[config.mk]
export PLATFORM = sky130hd
export DESIGN_NAME = mei_front_flat
export DESIGN_NICKNAME = d
export VERILOG_FILES = /design/src/rtl/mei_pkg.sv /design/src/rtl/mei_if.sv /design/src/rtl/mei_front.sv /design/src/flat_wrapper.sv
export SDC_FILE = /design/constraint.sdc
export NUM_CORES = 1
export LEC_CHECK = 0
export ABC_CLOCK_PERIOD_IN_PS = 3500
export BUFFER_PORTS_ARGS = -buffer_cell sky130_fd_sc_hd__buf_2
export CAP_MARGIN = 10
export CORE_MARGIN = 2
export CORE_UTILIZATION = 50
export CTS_CLUSTER_SIZE = 30
export DETAILED_ROUTE_END_ITERATION = 8
export HOLD_SLACK_MARGIN = 0.03
export PLACE_DENSITY = 0.76
export SLEW_MARGIN = 25
export SYNTH_ARGS = -nofsm -noshare
export SYNTH_HDL_FRONTEND = slang
export SYNTH_SLANG_ARGS = --single-unit
[constraint.sdc]
create_clock -name i_clk -period 3.5 [get_ports i_clk]
set_input_delay 0.7 -clock i_clk [delete_from_list [all_inputs] [get_ports i_clk]]
set_output_delay 0.7 -clock i_clk [all_outputs]
set_load 0.1 [all_outputs]
[src/rtl/mei_pkg.sv]
`timescale 1ns / 1ps
// ----------------------------------------------------------------------------
// mei_pkg
// shared types and constants for the mandelbrot escape iteration block
// ----------------------------------------------------------------------------
package mei_pkg;

    localparam int DATA_W          = 32;   // Q4.28 operand width
    localparam int LIMIT_W         = 16;   // iteration limit register width
    localparam int RESULT_W        = 16;   // escape count field width
    localparam int FRAC_BITS_DEF   = 28;
    localparam int COUNT_WIDTH_DEF = 16;
    localparam int QUEUE_DEPTH     = 2;

    localparam logic [LIMIT_W-1:0] LIMIT_RESET = 16'd1000;

    // one queued point with the limit it runs under
    typedef struct packed {
        logic signed [DATA_W-1:0] c_real;
        logic signed [DATA_W-1:0] c_imag;
        logic [LIMIT_W-1:0]       limit;
    } t_job;

endpackage

[src/rtl/mei_if.sv]
`timescale 1ns / 1ps
// ----------------------------------------------------------------------------
// mei interfaces
// point, result and configuration channels with valid / ready handshake
// ----------------------------------------------------------------------------
interface mei_point_if;
    logic               valid;
    logic               ready;
    logic signed [31:0] c_real;
    logic signed [31:0] c_imag;
    modport source (output valid, output c_real, output c_imag, input ready);
    modport sink   (input valid, input c_real, input c_imag, output ready);
endinterface


interface mei_cfg_if;
    logic        valid;
    logic        ready;
    logic [15:0] iteration_limit;
    modport source (output valid, output iteration_limit, input ready);
    modport sink   (input valid, input iteration_limit, output ready);
endinterface

[src/rtl/mei_front.sv]
`timescale 1ns / 1ps
// ----------------------------------------------------------------------------
// mei_front
// config register, limit clipping and a short queue of pending points
// ----------------------------------------------------------------------------
module mei_front #(
    parameter int COUNT_WIDTH = mei_pkg::COUNT_WIDTH_DEF
) (
    input  logic             i_clk,
    input  logic             i_rst_n,
    mei_point_if.sink        i_point,
    mei_cfg_if.sink          i_cfg,
    output mei_pkg::t_job    o_job,
    output logic             o_job_valid,
    input  logic             i_job_ready
);
    import mei_pkg::*;

    localparam int PTR_W = $clog2(QUEUE_DEPTH);
    localparam int CNT_W = $clog2(QUEUE_DEPTH + 1);
    localparam logic [32:0] COUNT_MAX = (33'd1 << COUNT_WIDTH) - 33'd1;
    localparam logic [CNT_W-1:0] FULL = CNT_W'(QUEUE_DEPTH);
    localparam logic [PTR_W-1:0] LAST = PTR_W'(QUEUE_DEPTH - 1);

    logic [LIMIT_W-1:0] r_limit;
    logic [LIMIT_W-1:0] w_limit_clip;
    t_job               r_queue [QUEUE_DEPTH];
    logic [PTR_W-1:0]   r_wptr;
    logic [PTR_W-1:0]   r_rptr;
    logic [CNT_W-1:0]   r_fill;
    logic [CNT_W-1:0]   n_fill;
    logic               w_push;
    logic               w_pop;
    t_job               w_new;

    assign i_cfg.ready   = 1'b1;
    assign i_point.ready = (r_fill != FULL);
    assign w_push        = i_point.valid && i_point.ready;
    assign w_pop         = o_job_valid && i_job_ready;
    assign o_job_valid   = (r_fill != '0);
    assign o_job         = r_queue[r_rptr];

    // a limit beyond the counter range runs to the largest count
    assign w_limit_clip = ({17'd0, r_limit} > COUNT_MAX) ? COUNT_MAX[LIMIT_W-1:0] : r_limit;

    always_comb begin
        w_new.c_real = i_point.c_real;
        w_new.c_imag = i_point.c_imag;
        w_new.limit  = w_limit_clip;
        n_fill       = r_fill;
        if (w_push && !w_pop) begin
            n_fill = r_fill + CNT_W'(1);
        end else if (!w_push && w_pop) begin
            n_fill = r_fill - CNT_W'(1);
        end
    end

    always_ff @(posedge i_clk) begin
        if (!i_rst_n) begin
            r_limit <= LIMIT_RESET;
            r_wptr  <= '0;
            r_rptr  <= '0;
            r_fill  <= '0;
        end else begin
            if (i_cfg.valid && i_cfg.ready) begin
                r_limit <= i_cfg.iteration_limit;
            end
            if (w_push) begin
                r_wptr <= (r_wptr == LAST) ? '0 : r_wptr + PTR_W'(1);
            end
            if (w_pop) begin
                r_rptr <= (r_rptr == LAST) ? '0 : r_rptr + PTR_W'(1);
            end
            r_fill <= n_fill;
        end
    end

    always_ff @(posedge i_clk) begin
        if (w_push) begin
            r_queue[r_wptr] <= w_new;
        end
    end

    // fill level follows pushes and pops
    a_fill_track: assert property (@(posedge i_clk) disable iff (!i_rst_n)
        (w_push && !w_pop) |=> r_fill == $past(r_fill) + CNT_W'(1))
        else $error("queue fill did not advance on push");

    // pointers are equal exactly when queue is empty or full
    a_ptr_fill: assert property (@(posedge i_clk) disable iff (!i_rst_n)
        (r_wptr == r_rptr) |-> (r_fill == '0 || r_fill == FULL))
        else $error("queue pointers disagree with fill");

    // queued limit never exceeds the counter range
    a_limit_clip: assert property (@(posedge i_clk) disable iff (!i_rst_n)
        o_job_valid |-> {17'd0, o_job.limit} <= COUNT_MAX)
        else $error("queued limit outside count range");

endmodule

[src/flat_wrapper.sv]
// flat-port wrapper written by rule: the top's interface ports become plain ports
module mei_front_flat import mei_pkg::*;
#(
    parameter int COUNT_WIDTH = mei_pkg::COUNT_WIDTH_DEF
)
  (i_clk, i_rst_n, o_job, o_job_valid, i_job_ready, i_point_valid, i_point_c_real, i_point_c_imag, i_point_ready, i_cfg_valid, i_cfg_iteration_limit, i_cfg_ready);
  mei_point_if i_point_i ();
  mei_cfg_if i_cfg_i ();
  input  logic i_clk;
  input  logic i_rst_n;
  output mei_pkg::t_job o_job;
  output logic o_job_valid;
  input  logic i_job_ready;
  input wire logic [$bits(i_point_i.valid)-1:0] i_point_valid;
  input wire logic [$bits(i_point_i.c_real)-1:0] i_point_c_real;
  input wire logic [$bits(i_point_i.c_imag)-1:0] i_point_c_imag;
  output wire logic [$bits(i_point_i.ready)-1:0] i_point_ready;
  input wire logic [$bits(i_cfg_i.valid)-1:0] i_cfg_valid;
  input wire logic [$bits(i_cfg_i.iteration_limit)-1:0] i_cfg_iteration_limit;
  output wire logic [$bits(i_cfg_i.ready)-1:0] i_cfg_ready;
  assign i_point_i.valid = i_point_valid;
  assign i_point_i.c_real = i_point_c_real;
  assign i_point_i.c_imag = i_point_c_imag;
  assign i_point_ready = i_point_i.ready;
  assign i_cfg_i.valid = i_cfg_valid;
  assign i_cfg_i.iteration_limit = i_cfg_iteration_limit;
  assign i_cfg_ready = i_cfg_i.ready;
  mei_front #(.COUNT_WIDTH(COUNT_WIDTH)) u_core (.i_clk(i_clk), .i_rst_n(i_rst_n), .i_point(i_point_i), .i_cfg(i_cfg_i), .o_job(o_job), .o_job_valid(o_job_valid), .i_job_ready(i_job_ready));
endmodule
* After elaboration in Yosys (flattened, before gate mapping)
Memories as Yosys holds them, arrays and structs flattened. A register that Yosys moved wholly into a read port is not among the register bits. Index checks and enable logic that the tools add are counted.
Storage, ports and cells: bits in registers 20, RAM bits 160, output and inout port bits 83, memories 1
Operators by class: add/subtract/negate cells 4, eq/ne operators 1, mux-type cells 8, reduce and logical (&&, ||, !) cells 8
Memories:
- u_core.r_queue | words 2, bits a word 80, read ports 1, clocked after memory_dff 1, wr ports 1, RTL line mei_front.sv:27 | t_job r_queue [QUEUE_DEPTH];
Operators with widths (number):
- $mux W1 | 6
- $logic_and A1 B1 Y1 | 4
- $mux W2 | 2
- $reduce_bool A2 Y1 | 2
- $add A1 B1 Y1 const B | 2
- $add A2 B1 Y2 const B | 1
- $logic_not A1 Y1 | 2
- $ne A2 B2 Y1 const B | 1
- $sub A2 B1 Y2 const B | 1

* Longest topological paths before layout
word-level depth 6, depth in mapped cells 6

* Worst setup path after synthesis
Ideal clock, no wire load.
path kind register -> register, from register u_core.r_fill[0], to memory u_core.r_queue[1][0] (netlist bit), enable pin, setup time 0.448 ns, arrival 2.711 ns, path slack 0.342 ns, cell stages (with the launch flop) 3, cells stage by stage dfxtp_1 nand2b_4 and3_1
Between the ends: cells in the longest elaborated chain, start to end 4
Ends and longest elaborated chain:
- start, declared | RTL line mei_front.sv:30 | logic [CNT_W-1:0] r_fill;
- start signal, assigned | RTL line mei_front.sv:74 | r_fill <= n_fill;
- $ne A2 B2 Y1 | RTL line mei_front.sv:37 | assign i_point.ready = (r_fill != FULL);
- net i_point_ready | RTL line flat_wrapper.sv:17 | output wire logic [$bits(i_point_i.ready)-1:0] i_point_ready;
- $logic_and A1 B1 Y1 | RTL line mei_front.sv:38 | assign w_push = i_point.valid && i_point.ready;
- $mux W1 | RTL line mei_front.sv:79 | if (w_push) begin
- $mux W1 (implied by the code) | RTL line mei_front.sv:80 | r_queue[r_wptr] <= w_new;
- end, declared | RTL line mei_front.sv:27
The timed path passes the listed nets, and every way through them passes these cells.

==> results.md <==
- Outcome: finished clean
- Avg WL per Cell: ~17 um
- Remaining antenna violation count after routing: 0
- Slew of the pin with the lowest slew margin: between 0.6 and 0.7 ns
- First-pass GRT wire length: approximately 18000 um
- WP buf/inv: 2
- Syn-to-layout area delta: 25.4%
- Reg2Reg Capture Point: u_core.r_queue[0][18]
- Synth Instances: roughly 330
- Final-report setup violation count: 0
- Crit. End Element: output port
- Synthesized area: ~6600 sq um
- Die Y: 119 um
- Final min period: 2.83 ns
- CP cell instances: buf_12, mux2_2, buf_2
- # nets final: slightly below 600
- Maxcap violations: 0
- DRT Pass-1 Iters: 4
- Die X-Extent: around 120 um
- Fin Setup TNS: 0 ns
- Worst path required time: ~2.8 ns
- Pin count of the biggest net entering global routing: slightly below 50
- DRC: 0
- CP max FO: slightly above 40
- Num CTS Buffers: 17
- Post-CTS Setup Bufs: 0
- RSZ-0062 raised after global routing: no
- First-iteration detailed-routing DRC count: between 200 and 300
- Row cnt: 41
- Starting Density: between 50% and 60%
- CTS tree: built
- Leading post-synthesis cells by cell area: edfxtp_1, mux2_2, dfxtp_1, mux2i_1, nor2_1
- I/O pin total: between 150 and 200
- Die Area: between 10000 and 15000 sq um
- Critical Path AT: between 2 and 2.5 ns
- Relative slew margins: 57.4%
- Hold buffer count at CTS: 0
- Syn avg cell area: between 20 and 25 sq um
- Clk slew on worst S/H paths: 0.06 ns
- Synth cell types: 21
- Final GP Congestion: just over 0.7
- Fin cells: about 690
- Clock Path Buffers: 2
- Share of cells above drive strength 1: 55.2%
- RR Startpoint: u_core.r_fill[0]
- Vias per cell: approximately 5
- Yosys Warn Count: 0
- Post-route cell area: 8230 sq um
- Final Hold Viols: 0
- Yosys top cell area share: around three quarters
- Initial antenna violation count: 0
- Worst-case clock skew: slightly below 0.006 ns
- CP Launch Type: flip-flop
- Fmax: approximately 350 MHz
- Most frequently used flop master after synthesis: edfxtp_1
- Seq cells post-synth: roughly 180
- Root Buffer: clkbuf_16
- Post-DP HPWL: 7820 um
- Crit-path slowest cell: dfxtp_4
- Critical path class: flip-flop to output port
- Grt total ovfl: 0
- IO Port Bufs: around 170
- Routed WL: ~12000 um
- Core area: between 10000 and 15000 sq um
- CP delay by family, top: flip-flops
- Post-synth EDFFs: 160
- WP depth: 3
- Commonest non-fill, non-tap cell in the layout: buf_2
- Crit-path max cell delay: a little under 0.7 ns
- GRT Total Usage: between 10% and 20%
- Most frequent cells in the layout: buf_2, edfxtp_1, mux2_2
- H-tree depth: 4
- Ant. Diodes: 0
- Leading area contributor after synthesis: edfxtp_1
- DP Area: around 7600 sq um
- Tcrit/Tclk final: between 80% and 90%
- Asr flop ratio synth: 0%
- Max-slew violations: 0
- CTS resizes: 0
- Worst reg2reg setup slack: ~1.4 ns
- DP Cell Count: 656
- Clk_lat worst skew: 0.42 ns
- Clock sink count: roughly 180
- Syn nets: 413
- R2r worst-path depth: 4
- Hold crit path type: flip-flop to flip-flop
- CP endpoint: o_job[67]
- Via count: between 3000 and 4000
- Proportion of synthesized chip area in sequential cells: between 70% and 80%
- Vias in the first global route: approximately 3600
## state kept, by name, summed over array words and instances, names as in the netlist, named ones only
signal          flops
u_core.r_fill       2
u_core.r_rptr       1
u_core.r_queue    160
u_core.r_limit     16
u_core.r_wptr       1
## cell type report
type,instances,area [sq um]
flip-flops and latches,181,5230
fillers,918,4490
multi-input cells,131,1260
repair buffers,170,886
clock buffers,17,425
well taps,172,215
clock inverters,15,210
inverters,2,8.76
## cell families after synthesis
| family | synth area share (%) |
|---|---|
| buffers and inverters | 1.33 |
| multiplexers | 16.2 |
| adder cells (fa/ha/maj) | 0.191 |
| flip-flops | 79.6 |
| AO/OA/AOI/OAI | 0.458 |
| other | 0.0571 |
| XOR/XNOR | 0.400 |
| AND/OR/NAND/NOR | 1.79 |
## synth_stat cells (all sizes together), types with 2 or more instances
cell type    n
edfxtp     160
mux2        80
dfxtp       21
mux2i       16
buf         13
nor2        13
nand2        6
xor2         3
a21oi        2
inv          2
o21ai        2
## worst min path at each step
stage	startpoint	end	depth (start not counted)
after floorplan	u_core.r_limit[0]	u_core.r_queue[0][0]	0
after global placement	u_core.r_limit[6]	u_core.r_queue[0][6]	0
after detailed placement	u_core.r_limit[7]	u_core.r_queue[0][7]	0
after CTS	i_point_c_real[13]	u_core.r_queue[1][61]	1
after global routing	i_point_c_real[3]	u_core.r_queue[1][51]	1
final	u_core.r_limit[7]	u_core.r_queue[0][7]	0
## metrics by stage
stage | utilization [%] | setup slack (ns) | hold slack (ns)
after floorplan | - | 0.342 | 0.425
after global placement | 59.7 | 1.07 | 0.435
after detailed placement | 59.7 | 1.08 | 0.439
after CTS | 64.7 | 0.612 | 0.445
after global routing | 64.7 | 0.547 | 0.451
final | 64.7 | 0.668 | 0.458
## worst reg2reg max path: stages (launching register included)
cell and delay [ns]:
dfxtp_1 0.42, nand2b_4 0.19, nand3b_1 0.12, clkinv_2 0.47
buf_4 0.52
## metal layers
layer	vias up	global-route usage (%)	share of wire [%]
met5	-	0	0
met4	0	7.51	2.1
met3	22	5.55	7.3
met2	133	27.1	47
met1	1689	21.6	43
li1	1613	-	-
Power is left out: the tool's default activity adds up to more than one toggle a clock period on the data nets, which glitch-free logic cannot reach.
